$ cat src/rtl/rbf_pkg.sv
`timescale 1ns / 1ps

package rbf_pkg;

  // fixed field widths of the item ports
  localparam int DATA_FIELD_W  = 32;
  localparam int COUNT_FIELD_W = 8;
  localparam int OCC_FIELD_W   = 8;

  typedef enum logic [2:0] {
    OP_PUT      = 3'd0,
    OP_GET      = 3'd1,
    OP_ADV_HEAD = 3'd2,
    OP_ADV_TAIL = 3'd3,
    OP_CLEAR    = 3'd4
  } op_t;

  typedef enum logic [1:0] {
    ST_OK      = 2'd0,
    ST_FULL    = 2'd1,
    ST_EMPTY   = 2'd2,
    ST_REFUSED = 2'd3
  } status_t;

  // per-operation outcome from the pointer control
  typedef struct packed {
    status_t                  status;
    logic [OCC_FIELD_W-1:0]   index;
    logic                     data_ok;
    logic                     wr_en;
    logic                     rd_en;
  } ctrl_res_t;

endpackage

$ cat src/rtl/rbf_ctrl.sv
`timescale 1ns / 1ps

module rbf_ctrl #(
  parameter int CAPACITY = 255,
  localparam int SLOT_COUNT = CAPACITY + 1,
  localparam int PW = $clog2(SLOT_COUNT)
) (
  input  logic                                  clk,
  input  logic                                  rst,
  input  logic                                  fire,
  input  rbf_pkg::op_t                          op,
  input  logic [rbf_pkg::COUNT_FIELD_W-1:0]     count,
  output rbf_pkg::ctrl_res_t                    res,
  output logic [PW-1:0]                         wr_addr,
  output logic [PW-1:0]                         rd_addr,
  output logic [rbf_pkg::OCC_FIELD_W-1:0]       used,
  output logic [rbf_pkg::OCC_FIELD_W-1:0]       available,
  output logic [rbf_pkg::OCC_FIELD_W-1:0]       linear_space
);

  import rbf_pkg::*;

  localparam logic [PW:0]   SLOTS    = (PW + 1)'(SLOT_COUNT);
  localparam logic [PW:0]   CAP_W    = (PW + 1)'(CAPACITY);
  localparam logic [PW-1:0] LAST_IDX = PW'(CAPACITY);
  localparam int            CW       = (PW + 1 > COUNT_FIELD_W) ? PW + 1 : COUNT_FIELD_W;

  logic [PW-1:0] head_ptr, head_ptr_next;
  logic [PW-1:0] tail_ptr, tail_ptr_next;
  logic [PW-1:0] head_inc, tail_inc;
  logic [PW:0]   used_now, free_now;
  logic          full, empty;

  function automatic logic [PW:0] ring_sub(input logic [PW-1:0] a, input logic [PW-1:0] b);
    logic [PW:0] d;
    d = {1'b0, a} - {1'b0, b};
    if (a < b) begin
      d = d + SLOTS;
    end
    return d;
  endfunction

  // only used when count is within free or used space, so sum < 2 * slots
  function automatic logic [PW-1:0] ring_add(input logic [PW-1:0] a,
                                             input logic [COUNT_FIELD_W-1:0] c);
    logic [PW:0] s;
    s = {1'b0, a} + (PW + 1)'(c);
    if (s >= SLOTS) begin
      s = s - SLOTS;
    end
    return s[PW-1:0];
  endfunction

  assign head_inc = (head_ptr == LAST_IDX) ? '0 : head_ptr + 1'b1;
  assign tail_inc = (tail_ptr == LAST_IDX) ? '0 : tail_ptr + 1'b1;
  assign full     = (head_inc == tail_ptr);
  assign empty    = (head_ptr == tail_ptr);
  assign used_now = ring_sub(head_ptr, tail_ptr);
  assign free_now = CAP_W - used_now;

  always_comb begin
    head_ptr_next = head_ptr;
    tail_ptr_next = tail_ptr;
    res.status    = ST_OK;
    res.index     = '0;
    res.data_ok   = 1'b0;
    res.wr_en     = 1'b0;
    res.rd_en     = 1'b0;
    unique case (op)
      OP_PUT: begin
        res.index = OCC_FIELD_W'(head_ptr);
        if (full) begin
          res.status = ST_FULL;
        end else begin
          res.wr_en     = 1'b1;
          head_ptr_next = head_inc;
        end
      end
      OP_GET: begin
        res.index = OCC_FIELD_W'(tail_ptr);
        if (empty) begin
          res.status = ST_EMPTY;
        end else begin
          res.rd_en     = 1'b1;
          res.data_ok   = 1'b1;
          tail_ptr_next = tail_inc;
        end
      end
      OP_ADV_HEAD: begin
        res.index = OCC_FIELD_W'(head_ptr);
        if (CW'(free_now) < CW'(count)) begin
          res.status = ST_REFUSED;
        end else begin
          head_ptr_next = ring_add(head_ptr, count);
        end
      end
      OP_ADV_TAIL: begin
        if (CW'(used_now) < CW'(count)) begin
          res.status = ST_REFUSED;
        end else begin
          tail_ptr_next = ring_add(tail_ptr, count);
        end
        res.index = OCC_FIELD_W'(tail_ptr_next);
      end
      OP_CLEAR: begin
        head_ptr_next = tail_ptr;
      end
      default: begin
      end
    endcase
  end

  always_ff @(posedge clk) begin
    if (rst) begin
      head_ptr <= '0;
      tail_ptr <= '0;
    end else if (fire) begin
      head_ptr <= head_ptr_next;
      tail_ptr <= tail_ptr_next;
    end
  end

  assign wr_addr = head_ptr;
  assign rd_addr = tail_ptr;

  // occupancy straight from the pointers
  assign used      = OCC_FIELD_W'(used_now);
  assign available = OCC_FIELD_W'(free_now);

  always_comb begin
    if (head_ptr < tail_ptr) begin
      linear_space = OCC_FIELD_W'(free_now);
    end else if (tail_ptr == '0) begin
      linear_space = OCC_FIELD_W'(CAP_W - {1'b0, head_ptr});
    end else begin
      linear_space = OCC_FIELD_W'(SLOTS - {1'b0, head_ptr});
    end
  end

endmodule

$ cat config.mk
export PLATFORM = sky130hd
export DESIGN_NAME = rbf_ctrl
export DESIGN_NICKNAME = d
export VERILOG_FILES = /design/src/rtl/rbf_pkg.sv /design/src/rtl/rbf_ctrl.sv
export SDC_FILE = /design/constraint.sdc
export NUM_CORES = 1
export LEC_CHECK = 0
export BUFFER_PORTS_ARGS = -buffer_cell sky130_fd_sc_hd__buf_4
export CORE_UTILIZATION = 50
export DETAILED_ROUTE_END_ITERATION = 8
export GPL_TIMING_DRIVEN = 0
export HOLD_SLACK_MARGIN = 0.03
export PLACE_DENSITY = 0.86
export SKIP_CTS_REPAIR_TIMING = 1
export SLEW_MARGIN = 20
export SYNTH_ARGS = -nofsm -noshare
export SYNTH_HDL_FRONTEND = slang
export SYNTH_SLANG_ARGS = --single-unit
$ cat constraint.sdc
create_clock -name clk -period 3.5 [get_ports clk]
set_input_delay 0.35 -clock clk [delete_from_list [all_inputs] [get_ports clk]]
set_output_delay 0.35 -clock clk [all_outputs]
set_load 0.05 [all_outputs]
==> results of run 1 <==
==> per-stage QoR <==
stage | utilization | total power [mW] | setup WS [ns] | area [sq um] | cells
after floorplan | - | 1.227 | -1.261 | 3710 | 449
after global placement | 0.6698 | 1.517 | -1.055 | 4302 | 592
after detailed placement | 0.6698 | 1.543 | -1.113 | 4302 | 592
after CTS | 0.6768 | 1.696 | -1.418 | 4347 | 596
after global routing | 0.7906 | 2.096 | -1.182 | 5077 | 643
final | 0.7906 | 2.032 | -0.9984 | 5077 | 643
==> worst max-delay path, stage by stage, from the launching register on <==
cell        delay (ns)
dfxtp_4           0.39
inv_6             0.05
ha_4              0.16
fa_2              0.39
nor2b_2           0.16
o31a_1            0.21
nor2_1            0.07
nor2_1            0.12
nor2_2            0.08
xnor2_4           0.23
clkinvlp_4        0.18
ha_4              0.29
inv_2             0.03
a21o_1            0.15
a21oi_2           0.20
o311ai_4          0.13
buf_12            0.16
o21ai_4           0.28
mux2i_2           0.32
a211oi_4          0.09
buf_6             0.19
==> power groups by stage <==
stage / Sequential, mW / Clock, mW / Combinational, mW
detailed placement: 0.213 / 0 / 1.33
CTS: 0.209 / 0.152 / 1.33
global placement: 0.212 / 0 / 1.30
global route: 0.205 / 0.165 / 1.73
finish: 0.205 / 0.162 / 1.66
floorplan: 0.232 / 0 / 0.995
==> worst max-delay path by stage <==
| stage | from | end | slack (ns) | depth (start not counted) |
|---|---|---|---|---|
| floorplan | wr_addr[0] | res[3] | -1.26 | 18 |
| global placement | rd_addr[1] | res[11] | -1.05 | 16 |
| detailed placement | rd_addr[1] | res[9] | -1.11 | 16 |
| CTS | rd_addr[1] | res[9] | -1.42 | 16 |
| global route | wr_addr[0] | res[8] | -1.18 | 20 |
| finish | wr_addr[0] | res[8] | -1.0 | 20 |
==> state kept, by name (all words and copies together) (netlist names) <==
name,cells
wr_addr,8
rd_addr,8
==> synthesized netlist by cell type, types with 6 or more instances <==
master     n  area, sq um
ha_1      42        525.5
nor2_1    40        150.1
inv_1     39        146.4
a21oi_1   23        115.1
o21ai_0   21        105.1
xnor2_1   20        175.2
mux2i_1   17        170.2
nand2_1   17        63.81
dfxtp_1   16        320.3
nand3_1   15        75.07
nor3_1    15        75.07
a211oi_1  14        105.1
clkbuf_1  13        48.80
xor2_1    13        113.9
a31oi_1    9        56.30
a21o_1     8        60.06
and3_1     7        43.79
buf_2      7        35.03
nor2b_1    7        43.79
and2_1     6        37.54
==> layout make-up <==
type | count | area share
Clock inverter | 1 | 0.0007393
Sequential cell | 16 | 0.06974
Buffer | 19 | 0.02095
Multi-Input combinational cell | 371 | 0.6577
Timing Repair Buffer | 117 | 0.1905
Tap cell | 77 | 0.01897
Inverter | 39 | 0.03327
Clock buffer | 3 | 0.008132
==> cell families after synthesis <==
logic type                 Yosys count  synth area share
and+or+nand+nor                    144            0.2272
AOI/OAI and AO/OA                  130            0.2830
buffers and inverters               62           0.07510
muxes                               18           0.05475
xor gates and xnor gates            34           0.09212
DFF                                 16           0.09471
adders and majority gates           45            0.1731
==> layer usage <==
metal  up-vias  global-route usage  share of wire
met4         0              0.1395          0.075
met1      2088              0.4244           0.33
li1       1900                   -              -
met2       452              0.5842           0.45
met3       151             0.07276           0.14
met5         -                   0              0
==> results.md, run 1 <==
* Status: finished with violations
* Failing checks: DRC, setup timing
* Initial DRC count at ~860
* Pwr dens at 400.2 nW/um^2
* Share of layout cells above drive strength 1 at 0.4064
* CTS tree: built
* Number of remaining DRC errors at 81
* Antenna diode count at 0
* Commonest non-fill, non-tap cells in the layout: buf_4 (99), nor2_1 (37), ha_1 (33), inv_1 (32), a21oi_1 (19)
* Worst Hold End: wr_addr[2]
* Clock power share at 0.080
* Clock transition at path regs at ~0.07 ns
* Combinational Power Share at 0.819
* Syn nets at 508
* CTS Buf Count at 3
* Flop pwr share at 0.101
* Setup CP Type: reg2out
* Syn Std Cell Area at 3382 sq um
* Worst skew pair latency at 0.27 ns
* Drt first pass iters at 9
* Startpoint Class: flip-flop
* Routability cong. at 0.9561
* Crit path time final at roughly 4.5 ns
* Syn Area/Cell at 7.532 sq um
* Final hold vios at 0
* Routed len/inst at 23.35 microns
* # IOs at 67
* Sw Pwr at 1.124 mW
* Final worst slack at -0.9984 ns
* Slew @ Worst Pin at around 1.3 ns
* Worst hold path type: in2reg
* First-pass GRT wire length at 19.17 mm
* Required time worst endpoint at ~3.2 ns
* Number of vias per cell at 7.140
* Leak Pwr at between 2 and 2.5 nW
* R2r worst-path depth at 20
* FFs w/ async S/R, synth at 0
* Final wirelength at 15.01 mm
* Critical Path Fanout Max at 8
* Gr usage total at 0.3442
* Post-route clock period utilization at 1.285
* Register area share after synthesis at 0.09471
* Commonest non-fill, non-tap cell in the layout: buf_4
* Hpwl dp at 9.531 mm
* Initial Util at 0.5266
* Setup crit end kind: output pin
* Die area at 7097 sq um
* Synth-to-Final Area Change at 50.13%
* Fin Hold WS at 0.3788 ns
* Clock tree buffer depth at 2
* RSZ-0062 raised after global routing: yes
* Seq cells post-synth at 16
* FP Rows at 29
* Ys flop type: dfxtp_1
* FMAX at 222.3 MHz
* Vias at about 4600
* GRT overflow at 0
* Worst R2R Setup Slack at -0.43 ns
* CTS root buf: clkbuf_8
* Largest net degree at the start of global routing at 13
* Slew Viols, Final at 0
* Final antenna-violating net count at 0
* Worst hold start: rst
* Number of synthesized flops with an enable pin at 0
* Total of max-cap violations at 0
* Core ar. at 6422 sq um
* Sw frac at 0.5531
* Reg-to-reg endpoint: rd_addr[3]
* Worst reg2reg startpoint: wr_addr[0]
* Internal power at a little over 900 uW
* Initial antenna violation count at 0
* Maximum VDD drop at 0.3117 mV
* CP arrival at 4.15 ns
* Nets at 626
* Register area at 354.1 sq um
* Syn Inst Count at 449
* Relative slew slack at 0.1162
* Ys Warns at 0
* Vias in the first global route at around 3800
* Port buffer count at 66
* Sum Neg Setup Slack at -14.34 ns
* Final Skew at 0.007530 ns
* # setup viols final at 26
* Fill cells at 416
* H-tree levels at 1
* Die Y-Extent at 84.25 microns
* WHS Path Cells at 2
* Clock sinks at 16
* Yosys cell types at 72
* Multi-input logic area at 3339 sq um
* DIE WIDTH at 84.25 microns
Note: power is estimated with default switching activity, not from simulation.
==> run 2, diff against run 1 <==
--- a/config.mk
+++ b/config.mk
@@ -5,14 +5,14 @@
 export SDC_FILE = /design/constraint.sdc
 export NUM_CORES = 1
 export LEC_CHECK = 0
-export BUFFER_PORTS_ARGS = -buffer_cell sky130_fd_sc_hd__buf_4
+export BUFFER_PORTS_ARGS = -buffer_cell sky130_fd_sc_hd__buf_2
 export CORE_UTILIZATION = 50
 export DETAILED_ROUTE_END_ITERATION = 8
 export GPL_TIMING_DRIVEN = 0
 export HOLD_SLACK_MARGIN = 0.03
 export PLACE_DENSITY = 0.86
 export SKIP_CTS_REPAIR_TIMING = 1
-export SLEW_MARGIN = 20
+export SLEW_MARGIN = 30
 export SYNTH_ARGS = -nofsm -noshare
 export SYNTH_HDL_FRONTEND = slang
 export SYNTH_SLANG_ARGS = --single-unit
==> results.md, run 2 (same netlist as run 1, synthesis figures left out) <==
* Share of layout cells above drive strength 1 at 0.3900 (was 0.4064)
* Required time worst endpoint at 3.15 ns (about the same)
* Synth-to-Final Area Change at 43.03% (was 50.13%)
* Sw Pwr at 1.113 mW (was 1.124 mW)
* Antenna diode count at 0 (unchanged)
* Initial antenna violation count at 0 (unchanged)
* Failing checks: DRC, setup timing (unchanged)
* CP arrival at 4.21 ns (was 4.15 ns)
* Final Instance Area at 4837 sq um (was 5077 sq um)
* Fill cells at 462 (was 416)
* Clock transition at path regs at 0.09 ns (was 0.07 ns)
* FMAX at 219.2 MHz (was 222.3 MHz)
* Clock power share at 0.080 (about the same)
* Flop pwr share at 0.103 (was 0.101)
* Multi-input logic area at 3332 sq um (was 3339 sq um)
* Die area at 7097 sq um (unchanged)
* Post-route clock period utilization at 1.303 (was 1.285)
* Slew Viols, Final at 0 (unchanged)
* Clock sinks at 16 (unchanged)
* Routability cong. at 0.9558 (was 0.9561)
* Vias in the first global route at 3671 (was 3824)
* Core ar. at 6422 sq um (unchanged)
* WHS Path Cells at 2 (unchanged)
* Number of remaining DRC errors at 9 (was 81)
* Internal power at 857.2 uW (was 908.0 uW)
* CTS Buf Count at 3 (unchanged)
* Worst skew pair latency at 0.27 ns (about the same)
* # IOs at 67 (unchanged)
* Nets at 619 (was 626)
* Final wirelength at 14.24 mm (was 15.01 mm)
* Commonest non-fill, non-tap cell in the layout: buf_2 (was buf_4)
* Final Skew at 0.01554 ns (was 0.007530 ns)
* Setup CP Type: reg2out (unchanged)
* Critical Path Fanout Max at 7 (was 8)
* Gr usage total at 0.3362 (was 0.3442)
* Final Core Density at 0.7532 (was 0.7906)
* DIE WIDTH at 84.25 microns (unchanged)
* Commonest non-fill, non-tap cells in the layout: buf_2 (64), buf_4 (39), nor2_1 (37), inv_1 (32), ha_1 (32) (was buf_4 (99), nor2_1 (37), ha_1 (33), inv_1 (32), a21oi_1 (19))
* Combinational Power Share at 0.816 (was 0.819)
* Worst R2R Setup Slack at -0.39 ns (was -0.43 ns)
* Final worst slack at -1.062 ns (was -0.9984 ns)
* Drt first pass iters at 8 (was 9)
* Initial Util at 0.5266 (unchanged)
* CTS root buf: clkbuf_8 (unchanged)
* Initial DRC count at 621 (was 864)
* # setup viols final at 26 (unchanged)
* Sw frac at 0.5649 (was 0.5531)
* CTS tree: built (unchanged)
* Sum Neg Setup Slack at -11.89 ns (was -14.34 ns)
* Status: finished with violations (unchanged)
* FP Rows at 29 (unchanged)
* Crit path time final at 4.562 ns (was 4.498 ns)
* Total Power at 1.970 mW (was 2.032 mW)
* First-pass GRT wire length at 18.59 mm (was 19.17 mm)
* Largest net degree at the start of global routing at 13 (unchanged)
* Die Y-Extent at 84.25 microns (unchanged)
* H-tree levels at 1 (unchanged)
* Worst hold path type: in2reg (unchanged)
* Total of max-cap violations at 0 (unchanged)
* Register area at 351.6 sq um (was 354.1 sq um)
* Port buffer count at 66 (unchanged)
* Leak Pwr at 2.203 nW (was 2.282 nW)
* Final antenna-violating net count at 0 (unchanged)
* Hpwl dp at 9.652 mm (was 9.531 mm)
* R2r worst-path depth at 20 (unchanged)
* Vias at 4369 (was 4591)
* Relative slew slack at 0.2593 (was 0.1162)
* Routed len/inst at 22.39 microns (was 23.35 microns)
* Place WS at -1.265 ns (was -1.113 ns)
* Maximum VDD drop at 0.2625 mV (was 0.3117 mV)
* Dpl cell area at 4138 sq um (was 4302 sq um)
* Setup crit end kind: output pin (unchanged)
* Number of vias per cell at 6.869 (was 7.140)
* Slew @ Worst Pin at 1.106 ns (was 1.316 ns)
* GRT overflow at 0 (unchanged)
* Pwr dens at 407.3 nW/um^2 (was 400.2 nW/um^2)
* Final hold vios at 0 (unchanged)
* Startpoint Class: flip-flop (unchanged)
* Clock tree buffer depth at 2 (unchanged)
* RSZ-0062 raised after global routing: yes (unchanged)
run 2: cell types whose count changed in the layout (fill, tap and decap cells not counted), sizes merged:
cell	delta
buf	-7
run 2: routing by layer:
metal	routed length (microns)	part of all wire	up-vias	global-route usage
met4	1021	0.072	0	0.1536
met1	5296	0.37	2023	0.4347
met2	6458	0.45	352	0.5559
li1	-	-	1882	-
met3	1463	0.10	112	0.04720
met5	0	0	-	0
run 2: cell type report:
cell class              count  area share
plain buffers              19     0.02199
clock buffers               3    0.008536
clock inverters             1   0.0007760
inverters                  39     0.03440
multi-input cells         371      0.6888
flip-flops and latches     16     0.07268
well taps                  77     0.01992
repair buffers            110      0.1529
run 2: path summary, 6_finish.rpt:
| kind | from | endpoint |
|---|---|---|
| setup / recovery | rd_addr[0] | res[8] |
| hold / removal | rst | rd_addr[4] |
| setup reg to reg | rd_addr[0] | rd_addr[7] |
| hold reg to reg | rd_addr[4] | rd_addr[4] |
run 2: stage by stage:
| step | hold slack [ns] | instances |
|---|---|---|
| 6_report | 0.4324 | 636 |
| 5_1_grt | 0.4349 | 636 |
| 4_1_cts | 0.4235 | 596 |
| 3_5_place_dp | 0.6042 | 592 |
| 3_3_place_gp | 0.5968 | 592 |
| 2_1_floorplan | 0.4579 | 449 |
run 2: power by group through the flow:
stage,clock (mW),sequential (mW),combinational (mW)
after floorplan,0,0.232,0.995
after global placement,0,0.212,1.24
after detailed placement,0,0.212,1.27
after CTS,0.153,0.208,1.27
after global routing,0.162,0.204,1.68
final,0.158,0.204,1.61
run 2: worst max-delay path, stage by stage, from the launching register on:
cell,delay [ns]
dfxtp_4,0.40
ha_4,0.18
fa_2,0.37
nor2b_2,0.14
o31a_1,0.19
nor2_1,0.08
nor2_1,0.13
nor2_2,0.08
xnor2_4,0.21
clkinvlp_4,0.16
ha_4,0.30
inv_2,0.04
a21o_1,0.17
a21oi_2,0.22
o311ai_4,0.15
buf_6,0.17
o21ai_4,0.29
mux2i_2,0.34
a211oi_4,0.11
buf_6,0.19
==> run 3, diff against run 2 <==
--- a/config.mk
+++ b/config.mk
@@ -5,12 +5,13 @@
 export SDC_FILE = /design/constraint.sdc
 export NUM_CORES = 1
 export LEC_CHECK = 0
+export ABC_AREA = 1
 export BUFFER_PORTS_ARGS = -buffer_cell sky130_fd_sc_hd__buf_2
 export CORE_UTILIZATION = 50
 export DETAILED_ROUTE_END_ITERATION = 8
 export GPL_TIMING_DRIVEN = 0
 export HOLD_SLACK_MARGIN = 0.03
-export PLACE_DENSITY = 0.86
+export PLACE_DENSITY = 0.87
 export SKIP_CTS_REPAIR_TIMING = 1
 export SLEW_MARGIN = 30
 export SYNTH_ARGS = -nofsm -noshare
==> results.md, run 3 <==
* Largest net degree at the start of global routing at 11 (was 13)
* Total of max-cap violations at 0 (unchanged)
* DIE WIDTH at 83.08 microns (was 84.25 microns)
* Register area share after synthesis at 0.09745 (was 0.09471)
* Adder-cell share of the synthesized area at 0.1781 (was 0.1731)
* Synth Area in Simple Gates at 0.3719 (was 0.2272)
* Synth top area cells: ha_1 (16%), nand2_1 (14%), dfxtp_1 (9.7%), inv_1 (7.7%), a21oi_1 (6.5%) (was ha_1 (16%), dfxtp_1 (9.5%), xnor2_1 (5.2%), mux2i_1 (5.0%), nor2_1 (4.4%))
* Startpoint Class: flip-flop (unchanged)
* Share of layout cells above drive strength 1 at 0.3475 (was 0.3900)
* Antenna diode count at 0 (unchanged)
* Drt first pass iters at 6 (was 8)
* Die Y-Extent at 83.08 microns (was 84.25 microns)
* Seq cells post-synth at 16 (unchanged)
* Failing checks: setup timing (was DRC, setup timing)
* Port buffer count at 66 (unchanged)
* Max incr delay on CP at 0.40 ns (about the same)
* # setup viols final at 10 (was 26)
* # IOs at 67 (unchanged)
* First-pass GRT wire length at 18.51 mm (was 18.59 mm)
* Synth-to-Final Area Change at 36.35% (was 43.03%)
* Dpl cell area at 4105 sq um (was 4138 sq um)
* Routability cong. at 1.002 (was 0.9558)
* Commonest non-fill, non-tap cells in the layout: nand2_1 (109), buf_2 (59), inv_1 (56), a21oi_1 (33), ha_1 (32) (was buf_2 (64), buf_4 (39), nor2_1 (37), inv_1 (32), ha_1 (32))
* Ys Warns at 0 (unchanged)
* Initial antenna violation count at 0 (unchanged)
* Required time worst endpoint at 3.15 ns (about the same)
* Number of remaining DRC errors at 0 (was 9)
* Critical Path, Cell by Cell: clkinvlp_4 -> ha_4 -> nand3_2 -> nand3_4 -> xor2_4 -> clkinvlp_4 -> ha_4 -> nand3_2 -> nor2_2 -> nor2_1 -> nand2_1 -> nand2_1 -> nand2_1 -> nand2_1 -> nand2_2 -> nand2_4 -> buf_4 -> nand4_1 -> nand3_2 -> a21oi_4 -> buf_6 (was ha_4 -> fa_2 -> nor2b_2 -> o31a_1 -> nor2_1 -> nor2_1 -> nor2_2 -> xnor2_4 -> clkinvlp_4 -> ha_4 -> inv_2 -> a21o_1 -> a21oi_2 -> o311ai_4 -> buf_6 -> o21ai_4 -> mux2i_2 -> a211oi_4 -> buf_6)
* Top cell type by total area after synthesis: ha_1 (unchanged)
* FP Rows at 29 (unchanged)
* Final hold vios at 0 (unchanged)
* Final worst slack at -0.2233 ns (was -1.062 ns)
* Worst hold path type: in2reg (unchanged)
* Final Skew at 0.002842 ns (was 0.01554 ns)
* Setup CP Type: reg2out (unchanged)
* Worst Path Buf+Inv at 4 (unchanged)
* Die area at 6902 sq um (was 7097 sq um)
* Gr usage total at 0.3361 (was 0.3362)
* Compound-gate portion of the synthesized area at 0.1789 (was 0.2830)
* Clock transition at path regs at 0.07 ns (was 0.09 ns)
* Combinational family with the most area after synthesis: simple AND/OR/NAND/NOR gates (was compound AO/OA/AOI/OAI gates)
* Status: finished with violations (unchanged)
* Post-Synth XOR/XNOR Area at 0.06395 (was 0.09212)
* Leak Pwr at 2.223 nW (was 2.203 nW)
* Final antenna-violating net count at 0 (unchanged)
* Core ar. at 6350 sq um (was 6422 sq um)
* Fill cells at 545 (was 462)
* H-tree levels at 1 (unchanged)
* Most common cell in the netlist: nand2_1 (was ha_1)
* Nets at 673 (was 619)
* Maximum VDD drop at 0.4387 mV (was 0.2625 mV)
* Initial Util at 0.5176 (was 0.5266)
* Slew @ Worst Pin at 1.002 ns (was 1.106 ns)
* Vias at 4104 (was 4369)
* Clock sinks at 16 (unchanged)
* Crit path time final at 3.723 ns (was 4.562 ns)
* Ys flop type: dfxtp_1 (unchanged)
* RSZ-0062 raised after global routing: yes (unchanged)
* Post-route clock period utilization at 1.064 (was 1.303)
* Syn nets at 586 (was 508)
* Synth cell count leaders: nand2_1 (126), inv_1 (67), a21oi_1 (43) (was ha_1 (42), nor2_1 (40), inv_1 (39))
* Initial DRC count at 432 (was 621)
* Hpwl dp at 9.485 mm (was 9.652 mm)
* Syn Std Cell Area at 3287 sq um (was 3382 sq um)
* Slew Viols, Final at 0 (unchanged)
* Commonest non-fill, non-tap cell in the layout: nand2_1 (was buf_2)
* CTS Buf Count at 3 (unchanged)
* CTS root buf: clkbuf_8 (unchanged)
* FFs w/ async S/R, synth at 0 (unchanged)
* Vias in the first global route at 3547 (was 3671)
* CP top delay family: simple AND/OR/NAND/NOR gates (was compound AO/OA/AOI/OAI gates)
* Most frequent CP cell: nand2_1
* Final wirelength at 12.39 mm (was 14.24 mm)
* Final Instance Area at 4482 sq um (was 4837 sq um)
* CP arrival at 3.37 ns (was 4.21 ns)
* Routed len/inst at 17.95 microns (was 22.39 microns)
* GRT overflow at 0 (unchanged)
* Mux cell area share after synthesis at 0 (was 0.05475)
* Syn Inst Count at 527 (was 449)
* Number of synthesized flops with an enable pin at 0 (unchanged)
* Number of vias per cell at 5.948 (was 6.869)
* Yosys cell types at 47 (was 72)
* Syn Area/Cell at 6.237 sq um (was 7.532 sq um)
* Relative slew slack at 0.3286 (was 0.2593)
* CTS tree: built (unchanged)
* Slowest CP cell: dfxtp_4 (unchanged)
* Setup crit end kind: output pin (unchanged)
* Synth top area share at 0.1599 (was 0.1554)
* FMAX at 268.6 MHz (was 219.2 MHz)
* Total Power at 2.264 mW (was 1.970 mW)
* Clock tree buffer depth at 2 (unchanged)
* Critical Path Fanout Max at 6 (was 7)
* Worst skew pair latency at 0.25 ns (was 0.27 ns)
* Pwr dens at 505.1 nW/um^2 (was 407.3 nW/um^2)
[run 3: cell count changes in the layout (fill, tap and decap cells not counted), moves of 8 or more]
cell / change
a21oi_1: +13
buf_4: -19
inv_1: +24
inv_2: +10
mux2i_2: -10
nand2_1: +92
nand2_2: +13
nand3_1: +10
nand3_2: +10
nand4_1: +19
nor2_1: -8
nor2_2: +9
o21ai_0: +8
xnor2_1: -11
[run 3: report_power, final]
part	total (mW)	switching (mW)	internal, mW
sequential	0.226	0.0313	0.194
clock	0.147	0.0667	0.0807
combinational	1.89	1.30	0.586
total	2.26	1.40	0.861
[run 3: per-stage QoR]
step | std cells | setup slack [ns] | setup TNS, ns | hold slack (ns) | util
floorplan | 527 | -0.4258 | -3.992 | 0.5519 | -
global placement | 670 | -0.2919 | -2.415 | 0.6059 | 0.6465
CTS | 674 | -0.6436 | -6.334 | 0.4202 | 0.6536
detailed placement | 670 | -0.3619 | -3.064 | 0.6081 | 0.6465
finish | 690 | -0.2233 | -1.737 | 0.4316 | 0.7058
global route | 690 | -0.4123 | -3.608 | 0.4427 | 0.7058
[run 3: cell type report]
cell class	instances	area, sq um	area share
multi-input cells	422	3062	0.6831
repair buffers	83	528.0	0.1178
flip-flops and latches	16	354.1	0.07901
inverters	77	321.6	0.07175
well taps	77	96.34	0.02150
plain buffers	11	75.07	0.01675
clock buffers	4	45.04	0.01005
[run 3: metal layers]
metal,share of wire,up-vias,global-route usage
met5,0,-,0
met4,0.031,0,0.08464
met3,0.084,40,0.05467
met2,0.48,219,0.5730
met1,0.41,1884,0.4401
li1,-,1961,-
[run 3: logic make-up after synthesis]
| group | Yosys count |
|---|---|
| buf+inv | 90 |
| compound gates | 103 |
| flops | 16 |
| simple gates | 252 |
| fa+ha+maj | 45 |
| xor+xnor | 21 |
[run 3: worst paths after layout]
check	startpoint	endpoint	slack [ns]	cells after the start
setup / recovery	rd_addr[1]	res[5]	-0.22	21
hold / removal	rst	rd_addr[3]	0.43	4
setup reg to reg	rd_addr[3]	wr_addr[0]	0.24	21
hold reg to reg	rd_addr[5]	rd_addr[5]	0.63	2
[run 3: tightest hold or removal path, stage by stage]
cell and delay (ns):
buf_2 0.07, inv_1 0.09, o21ai_0 0.09, a21oi_1 0.04
